[src/sv/mwis_pkg.sv]
// ----------------------------------------------------------------------------
// mwis_pkg
// Shared constants, datapath operation codes and status struct for the
// interval-model maximum weight independent set engine.
// ----------------------------------------------------------------------------
package mwis_pkg;

	localparam int MAX_INTERVALS_D = 64;
	localparam int MAX_ENDPOINTS_D = 128;
	localparam int WEIGHT_BITS_D   = 16;

	localparam int POS_BITS  = 7;
	localparam int WIN_BITS  = 16;
	localparam int TOT_BITS  = 22;
	localparam int STAT_BITS = 2;

	localparam logic [TOT_BITS-1:0] TOTAL_MAX = 22'h3FFFFF;

	localparam logic [STAT_BITS-1:0] ST_OK   = 2'd0;
	localparam logic [STAT_BITS-1:0] ST_MANY = 2'd1;
	localparam logic [STAT_BITS-1:0] ST_BAD  = 2'd2;

	typedef enum logic [4:0] {
		OP_NONE,
		OP_LOAD,
		OP_CLR,
		OP_RNEXT,
		OP_SCAN_INIT,
		OP_IST_RD,
		OP_SCAN_EV,
		OP_PINIT,
		OP_FINIT,
		OP_BASE_RD,
		OP_BASE_LD,
		OP_CAND_RD,
		OP_CAND_ADD,
		OP_INEXT,
		OP_PWR,
		OP_CB_RD,
		OP_CB_WR,
		OP_TOT_RD,
		OP_TOT_LD,
		OP_DONE
	} op_t;

	typedef struct packed {
		logic last_err;
		logic clr_done;
		logic r_done;
		logic i_last;
		logic found;
		logic fin;
		logic p_more;
		logic match;
		logic cb_match;
	} dp_stat_t;

endpackage

[src/sv/mwis_ctrl.sv]
// ----------------------------------------------------------------------------
// mwis_ctrl
// Sequencer: accepts interval beats; a good set goes through the clear sweep,
// per-endpoint interval DP and final pass; every set ends in a result beat.
// ----------------------------------------------------------------------------
module mwis_ctrl (
	input  logic               clk,
	input  logic               arst_n,
	input  logic               in_valid,
	output logic               in_ready,
	input  logic               last,
	output logic               out_valid,
	input  logic               out_ready,
	input  mwis_pkg::dp_stat_t stat,
	output mwis_pkg::op_t      op
);
	import mwis_pkg::*;

	typedef enum logic [17:0] {
		S_IDLE  = 18'h00001,
		S_CLR   = 18'h00002,
		S_RCHK  = 18'h00004,
		S_SRD   = 18'h00008,
		S_SEV   = 18'h00010,
		S_SDONE = 18'h00020,
		S_PCHK  = 18'h00040,
		S_BASE  = 18'h00080,
		S_IRD   = 18'h00100,
		S_IEV   = 18'h00200,
		S_IADD  = 18'h00400,
		S_PWR   = 18'h00800,
		S_CRD   = 18'h01000,
		S_CEV   = 18'h02000,
		S_CWR   = 18'h04000,
		S_RNX   = 18'h08000,
		S_TOT   = 18'h10000,
		S_OUT   = 18'h20000
	} state_t;

	state_t state_q, state_nx;

	assign in_ready  = (state_q == S_IDLE);
	assign out_valid = (state_q == S_OUT);

	always_comb begin
		state_nx = state_q;
		op       = OP_NONE;
		case (state_q)
			S_IDLE: begin
				if (in_valid) begin
					op = OP_LOAD;
					if (last)
						state_nx = stat.last_err ? S_OUT : S_CLR;
				end
			end
			S_CLR: begin
				op = OP_CLR;
				if (stat.clr_done)
					state_nx = S_RCHK;
			end
			S_RCHK: begin
				if (stat.r_done) begin
					op       = OP_FINIT;
					state_nx = S_PCHK;
				end else begin
					op       = OP_SCAN_INIT;
					state_nx = S_SRD;
				end
			end
			S_SRD: begin
				op       = OP_IST_RD;
				state_nx = S_SEV;
			end
			S_SEV: begin
				op       = OP_SCAN_EV;
				state_nx = stat.i_last ? S_SDONE : S_SRD;
			end
			S_SDONE: begin
				if (stat.found) begin
					op       = OP_PINIT;
					state_nx = S_PCHK;
				end else begin
					op       = OP_RNEXT;
					state_nx = S_RCHK;
				end
			end
			S_PCHK: begin
				if (stat.p_more) begin
					op       = OP_BASE_RD;
					state_nx = S_BASE;
				end else if (stat.fin) begin
					op       = OP_TOT_RD;
					state_nx = S_TOT;
				end else begin
					op       = OP_SCAN_INIT;
					state_nx = S_CRD;
				end
			end
			S_BASE: begin
				op       = OP_BASE_LD;
				state_nx = S_IRD;
			end
			S_IRD: begin
				op       = OP_IST_RD;
				state_nx = S_IEV;
			end
			S_IEV: begin
				if (stat.match) begin
					op       = OP_CAND_RD;
					state_nx = S_IADD;
				end else begin
					op       = OP_INEXT;
					state_nx = stat.i_last ? S_PWR : S_IRD;
				end
			end
			S_IADD: begin
				op       = OP_CAND_ADD;
				state_nx = stat.i_last ? S_PWR : S_IRD;
			end
			S_PWR: begin
				op       = OP_PWR;
				state_nx = S_PCHK;
			end
			S_CRD: begin
				op       = OP_IST_RD;
				state_nx = S_CEV;
			end
			S_CEV: begin
				if (stat.cb_match) begin
					op       = OP_CB_RD;
					state_nx = S_CWR;
				end else begin
					op       = OP_INEXT;
					state_nx = stat.i_last ? S_RNX : S_CRD;
				end
			end
			S_CWR: begin
				op       = OP_CB_WR;
				state_nx = stat.i_last ? S_RNX : S_CRD;
			end
			S_RNX: begin
				op       = OP_RNEXT;
				state_nx = S_RCHK;
			end
			S_TOT: begin
				op       = OP_TOT_LD;
				state_nx = S_OUT;
			end
			S_OUT: begin
				if (out_ready) begin
					op       = OP_DONE;
					state_nx = S_IDLE;
				end
			end
			default: begin
				state_nx = S_IDLE;
			end
		endcase
	end

	always_ff @(posedge clk or negedge arst_n) begin
		if (!arst_n)
			state_q <= S_IDLE;
		else
			state_q <= state_nx;
	end
endmodule

[config.mk]
export PLATFORM = sky130hd
export DESIGN_NAME = mwis_ctrl
export DESIGN_NICKNAME = d
export VERILOG_FILES = /design/src/sv/mwis_pkg.sv /design/src/sv/mwis_ctrl.sv
export SDC_FILE = /design/constraint.sdc
export NUM_CORES = 1
export LEC_CHECK = 0
export BUFFER_PORTS_ARGS = -buffer_cell sky130_fd_sc_hd__buf_2
export CAP_MARGIN = 30
export CORE_ASPECT_RATIO = 0.8
export CORE_MARGIN = 2
export CORE_UTILIZATION = 40
export DETAILED_ROUTE_END_ITERATION = 10
export PLACE_DENSITY = 0.65
export SYNTH_ARGS = -nofsm -noshare
export SYNTH_HDL_FRONTEND = slang
export SYNTH_SLANG_ARGS = --single-unit
[constraint.sdc]
create_clock -name clk -period 3.1 [get_ports clk]
set_clock_uncertainty 0.1 [all_clocks]
set_input_delay 0.775 -clock clk [delete_from_list [all_inputs] [get_ports clk]]
set_output_delay 0.775 -clock clk [all_outputs]
set_load 0.02 [all_outputs]
==> Word level (Yosys, flattened, before mapping) <==
Index checks and enable logic that the tools add are counted.
{ "op_classes": {"n_eq_ne": 22, "muxes": 24, "n_reduce_logical": 2} }
{ "op_table": {"columns": ["operator", "n"], "rows": [
  ["case mux 18 bit (18 select lines)", 1],
  ["two-way mux 18 bit", 5],
  ["case mux 5 bit (16 select lines)", 1],
  ["two-way mux 17 bit", 2],
  ["two-way mux 16 bit", 2],
  ["two-way mux 12 bit", 2],
  ["== test 18 x 1 -> 1 bit (second input constant)", 1],
  ["== test 18 x 10 -> 1 bit (second input constant)", 1],
  ["== test 18 x 11 -> 1 bit (second input constant)", 1],
  ["== test 18 x 12 -> 1 bit (second input constant)", 1],
  ["== test 18 x 13 -> 1 bit (second input constant)", 1],
  ["== test 18 x 14 -> 1 bit (second input constant)", 1],
  ["== test 18 x 15 -> 1 bit (second input constant)", 1],
  ["== test 18 x 16 -> 1 bit (second input constant)", 1],
  ["== test 18 x 17 -> 1 bit (second input constant)", 1],
  ["== test 18 bit (second input constant)", 1],
  ["== test 18 x 2 -> 1 bit (second input constant)", 1],
  ["== test 18 x 3 -> 1 bit (second input constant)", 1],
  ["== test 18 x 4 -> 1 bit (second input constant)", 1],
  ["== test 18 x 5 -> 1 bit (second input constant)", 1],
  ["== test 18 x 6 -> 1 bit (second input constant)", 1],
  ["== test 18 x 7 -> 1 bit (second input constant)", 1],
  ["== test 18 x 8 -> 1 bit (second input constant)", 1],
  ["== test 18 x 9 -> 1 bit (second input constant)", 1],
  ["11 further kinds", 17]
]} }
{ "word_totals": {"reg_bits": 18, "inputBits": 14, "output_inout_bits": 7, "elab_cells": 49} }

==> Depth between registers and ports, before layout <==
Gate-level depths: netlist (run 1).
{ "depth": {"depth_word": 4, "depth_mapped": 7, "mapped_depth_nobuf": 5} }

==> Worst setup path after synthesis (run 1) <==
OpenSTA, ideal clock, no wires.
{ "synth_timing": {"path_type": "reg-to-output", "from": "reg state_q[12]", "to": "out op[1]", "arrival_ns": 2.281, "required_ns": 2.225, "slack_ns": -0.056, "stages_incl_launch_ff": 6, "path_buffers": 0, "path_cell_list": "dfrtp_1 or4_1 nor4_1 nor3b_2 a21oi_1 nand4b_1"} }
{ "synth_between": {"word_cells_on_any_way": 20, "classes_between": "18 x eq/ne; 1 x mux; 1 x reduce/logical"} }
{ "synth_rtl": {"columns": ["item", "line", "source"], "rows": [
  ["start: declaration", "mwis_ctrl.sv:40", "state_t state_q, state_nx;"],
  ["start signal: assignment", "mwis_ctrl.sv:165", "state_q <= state_nx;"],
  ["== test 18 bit", null, null],
  ["net out_valid", "mwis_ctrl.sv:12", "output logic out_valid,"],
  ["case mux 5 bit (16 select lines)", "mwis_ctrl.sv:48", "case (state_q)"],
  ["end: declaration", "mwis_ctrl.sv:15", "output mwis_pkg::op_t op"]
]} }
The timed path passes the listed nets, and every way through them passes these cells.

==> Worst setup path after layout (run 1) <==
{ "layout_timing": {"from": "reg state_q[5]", "to": "out op[2]"} }
{ "layout_between": {"elab_chain_len": 3, "word_cells_on_any_way": 20, "classes_between": "18 x eq/ne; 1 x mux; 1 x reduce/logical"} }
{ "layout_rtl": {"columns": ["item", "line"], "rows": [
  ["== test 18 x 13 -> 1 bit (tied with other cells)", "mwis_ctrl.sv:48"],
  ["OR reduction 3 bit (no source line)", null],
  ["case mux 5 bit (16 select lines) (*)", "mwis_ctrl.sv:48"]
]} }
Every way passes the cells marked *; elsewhere a longest branch is shown, timed or not.

==> results of run 1 <==
## how the worst min path moves through the flow
stage | startpoint | endpoint | cells after the start | slack [ps]
final | arst_n | state_q[9] | 1 | 330
after global routing | arst_n | state_q[9] | 1 | 360
after CTS | arst_n | state_q[9] | 1 | 350
after detailed placement | state_q[5] | state_q[5] | 2 | 470
after global placement | state_q[5] | state_q[5] | 2 | 450
after floorplan | arst_n | state_q[10] | 0 | 380
## kinds of logic after synthesis
family	Yosys count	synth area share
compound gates	21	0.131
xor+xnor	1	0.00717
buf+inv	9	0.0348
flops	18	0.370
mux	1	0.00819
simple gates	85	0.449
## power groups by stage
| stage | Clock, mW | Combinational, mW | Sequential (mW) |
|---|---|---|---|
| 3_3_place_gp | 0 | 0.611 | 0.294 |
| 6_report | 0.199 | 0.739 | 0.291 |
| 2_1_floorplan | 0 | 0.401 | 0.289 |
| 3_5_place_dp | 0 | 0.617 | 0.295 |
| 4_1_cts | 0.201 | 0.669 | 0.288 |
| 5_1_grt | 0.214 | 0.797 | 0.296 |
## per-stage QoR
stage | instance area, sq um | cells | setup slack [ps] | TNS [ps]
final | 1720 | 222 | -145 | -599
after global routing | 1720 | 222 | -228 | -1190
after CTS | 1680 | 222 | -183 | -602
after detailed placement | 1530 | 213 | 22.2 | 0
after global placement | 1530 | 213 | 68.5 | 0
after floorplan | 1230 | 135 | 16.3 | 0
## per-layer routing
metal  up-vias  routed length [microns]  part of all wire  GRT usage
met5         -                        0                 0          0
met4         0                       92             0.022     0.0903
met3        10                      360             0.087     0.0532
met2        85                     1870              0.45      0.416
met1       673                     1800              0.44      0.351
li1        633                        -                 -          -
## area by class of cell
type / count / area share
multi-input combinational: 108 / 0.480
sequential: 18 / 0.263
timing repair buffer: 47 / 0.182
clock buffer: 4 / 0.0320
tap: 38 / 0.0276
inverter: 7 / 0.0153
## cells in the final DEF, fill, tap and decap left out, drive strengths merged, types with 2 or more instances in the layout
cell type and n:
nand4b 2, clkbuf 4, and3b 2, nor3b 4
buf 47, o32ai 3, nor2 11, o21ai 2
nand4 6, nor3 6, nand2b 4, dfrtp 17
nand2 11, a21oi 4, nor4 14, or3 3
and2 4, nor2b 4, a31oi 2, a22o 2
inv 7, or4 9
## cells in the mapped netlist, drive strengths merged (2+ instances only)
cell type,count
or4,9
nor2b,4
nand2,11
nand2b,4
a21oi,4
nor2,11
or3,3
and2,4
o32ai,3
o21ai,2
buf,2
inv,7
nor3,6
nor3b,4
and3b,2
nor4,14
dfrtp,17
a31oi,2
nand4b,2
nand4,6
a22o,2
## repair_timing
action | in CTS | in global routing
setup endpoints to repair | 6 | 7
pin swaps | 5 | 8
setup buffers | 5 | 0
resized for setup | 12 | 11
gates cloned | 0 | 0
==> flow_summary.ini, run 1 <==
[floorplan]
dieArea_sq_um = 3520
core_area_sq_um = 2830
ios = 21
fp.dieW_microns = 65.8
row_count = 17
initial_core_util = 0.432
die_h_microns = 53.4

[setup_path]
critPathKind = register to output port
start_kind = register
reg2reg_slack_ps = 820
cp_max_fo = 4
cpPeakStageDelay_ps = 590
crit_slowest_cell = or4_4
crit_path_end_kind = output port
r2r_end = state_q[2]
critical_path_depth = 6
cp_common_cell = or4_4
cp-endpoint = op[2]
path_cells = or4_4, or4_4, nor3b_4, nor4_2, nand4_1, buf_4
arrival_ps = 2370
cp.required_ps = 2220
cp-startpoint = state_q[5]
worst-path-buf-inv = 1
worst_r2r_startpoint = state_q[5]
reg2regPathDepth = 4
cpLargestDelayFamily = simple AND/OR/NAND/NOR gates

[clock_network]
cts-hold-fix-buffers = 0
clock_latency_ps = 260
cts_sinks = 18
cts_buffers = 3
h-tree-depth = 1
cts_tree = built
path_clk_slew_ps = 80
clockBufferDepth = 2
clock-root-buffer = clkbuf_8

[yosys]
syn_nets = 149
synth_ff_type = dfrtp_1
synthesis.area_sq_um = 1220
synthTopCellsByArea = dfrtp_1, nor4_1, or4_4
synth_edf_count = 0
syn_inst = 135
synth_top_cell_area_share = 0.348
syn_avg_cell_area_sq_um = 9.05
synth_seq_cells = 18
ys_seq_area_frac = 0.369
async_flop_share = 1.00
yosysWarnings = 0
yosysTopAreaCell = dfrtp_1
ys_types = 43

[detailed_routing]
wl_microns = 4120
antenna_left = 0
drt_iter0_markers = 133
wl_per_cell_microns = 18.6
drc_errors = 0
avgViaCountPerCell = 6.31
via_count = 1401
drt-pass1-iter-count = 5

[power]
pwr-share-seq = 0.237
ir_drop_uv = 357
power.density_nw_per_um2 = 714
internal_power_uw = 727
p_sw_uw = 501
pwr-share-clk = 0.162
leakage_nw = 0.812
finalPower_mw = 1.23
combPwrFrac = 0.601
p_sw_frac = 0.408

[final_layout]
nets = 199
regArea_sq_um = 453
syn2layout_area_growth_pct = 40.8
fin_util = 0.609
multi_input_area_sq_um = 827
fill_cells = 245
largest_reg_flops = 18
drive_gt1_frac = 0.418
biggestRegsByFlops = state_q x18
regMostFlops = state_q
diodes = 0

[sta]
fin_crit_sh = 1.05
finalSetupViolCount = 5
final.setup.worst_slack_ps = -145
fin_crit_ps = 3240
fmax_ghz = 0.308
final-hold-violation-count = 0
hold_ws_ps = 334
rsz0062_at_grt = true
relSlewSlack = 0.720
finalMaxSlewViolations = 0
tightest_slew_ps = 420

[global_route]
overflow = 0
antenna_found_initial = 0
track_usage = 0.261
grt_pass1_wl_microns = 6600
grt_max_degree = 19
grt_pass1_vias = 1284

[placed_design]
gp_congestion = 0.883
io_buffers = 20
dp_hpwl_microns = 2990

[flow_run]
cap_viol_max_count = 0

[outcome]
outcome = finished with violations
violations = setup timing

[min_path]
hold_class = input pin to async pin
Note: power is estimated with default switching activity, not from simulation.
==> inputs of run 2 (changes only) <==
- CAP_MARGIN: 30 -> 20
- CORE_UTILIZATION: 40 -> 55
- GPL_TIMING_DRIVEN: not set -> 0
- PLACE_DENSITY: 0.65 -> 0.83
==> flow_summary.ini, run 2 (synthesis results as in run 1) <==
[outcome]
outcome = finished with violations
violations = setup timing

[sta]
final.setup.worst_slack_ps = -446
fin_crit_sh = 1.14
finalMaxSlewViolations = 0
final-hold-violation-count = 0
fmax_ghz = 0.282
fin_setup_tns_ps = -2140
hold_ws_ps = 259
tightest_slew_ps = 588
rsz0062_at_grt = true
relSlewSlack = 0.604
fin_crit_ps = 3550
finalSetupViolCount = 7

[setup_path]
crit_path_end_kind = output port
worst-path-buf-inv = 1
critPathKind = register to output port
cp_common_cell = or4_4
cpPeakStageDelay_ps = 610
start_kind = register
crit_slowest_cell = or4_4
path_cells = or4_4, or4_4, nor3b_4, nor4_2, nand4_1, buf_4
cp.required_ps = 2220
arrival_ps = 2670
cpLargestDelayFamily = simple AND/OR/NAND/NOR gates
cp_max_fo = 5

[final_layout]
biggestRegsByFlops = state_q x18
final_cell_mix = buf_4, buf_2, dfrtp_1, nor2_1, nand2_1
postLayoutCellArea_sq_um = 1730
fill_cells = 106
final_common_cell = buf_4
multi_input_area_sq_um = 867
nets = 193
regMostFlops = state_q
syn2layout_area_growth_pct = 41.5
diodes = 0
instances_no_fill = 203
drive_gt1_frac = 0.433
largest_reg_flops = 18
regArea_sq_um = 458

[detailed_routing]
via_count = 1508
wl_per_cell_microns = 23.8
wl_microns = 4840
drt-pass1-iter-count = 5
antenna_left = 0
drc_errors = 0
drt_iter0_markers = 194
avgViaCountPerCell = 7.43

[clock_network]
clockBufferDepth = 2
clock_latency_ps = 330
cts_buffers = 3
h-tree-depth = 1
cts_sinks = 18
cts_tree = built
path_clk_slew_ps = 130
clock-root-buffer = clkbuf_4
cts-hold-fix-buffers = 0

[power]
power.density_nw_per_um2 = 754
ir_drop_uv = 764
leakage_nw = 0.786
finalPower_mw = 1.30

[global_route]
grt_max_degree = 19
overflow = 0
grt_pass1_vias = 1338
track_usage = 0.367
antenna_found_initial = 0
grt_pass1_wl_microns = 6920

[floorplan]
die_h_microns = 46.2
initial_core_util = 0.576
row_count = 15
core_area_sq_um = 2120
dieArea_sq_um = 2620
ios = 21
fp.dieW_microns = 56.7

[placed_design]
gp_congestion = 0.944
dp_hpwl_microns = 2430
placed_area_sq_um = 1360
dp.cells = 180
io_buffers = 20

[min_path]
hold_class = input pin to async pin

[flow_run]
cap_viol_max_count = 0
run 2: cell types whose count changed in the layout (fill, tap and decap cells not counted), sizes merged:
cell  before  now
buf       47   41
run 2: where the power goes:
group	total, mW	switching (mW)	internal [mW]
clock network	0.160	0.0883	0.0721
logic	0.828	0.434	0.394
registers	0.316	0.0503	0.266
total	1.30	0.573	0.732
run 2: worst reg2reg max path, stage by stage, from the launching register on:
cell and delay, ps:
dfrtp_1 470, or4_4 560, or4_4 610, nor3b_4 290, buf_4 180, or3_1 100, o31ai_1 80
run 2: cell type report:
class                   count  area share
repair buffers             40       0.173
plain buffers               1     0.00651
clock buffers               4      0.0210
well taps                  25      0.0181
inverters                   7      0.0152
multi-input cells         108       0.501
flip-flops and latches     18       0.265
run 2: path summary, 6_finish.rpt:
path | from | endpoint | slack (ps) | depth (start not counted)
max reg2reg | state_q[6] | state_q[0] | 680 | 6
max in group asynchronous | arst_n | state_q[16] | 2280 | 1
min reg2reg | state_q[3] | state_q[9] | 490 | 1
max | state_q[6] | op[2] | -450 | 6
min | arst_n | state_q[10] | 260 | 1
min in group clk | state_q[3] | state_q[9] | 490 | 1
run 2: timing repair:
item,CTS,global route
endpoints found under the setup margin,7,7
resized for setup,25,16
pin swaps,9,8
setup buffers,15,5
run 2: layer usage:
layer,vias to the layer above,track usage,share of wire
li1,618,-,-
met1,673,0.475,0.37
met2,169,0.551,0.41
met3,48,0.115,0.15
met4,0,0.210,0.070
met5,-,0,0
run 2: metrics by stage:
| step | worst slack, ps | util |
|---|---|---|
| 6_report | -446 | 0.815 |
| 5_1_grt | -453 | 0.815 |
| 4_1_cts | -291 | 0.774 |
| 3_5_place_dp | -230 | 0.641 |
| 3_3_place_gp | -206 | 0.641 |
| 2_1_floorplan | 16.3 | - |
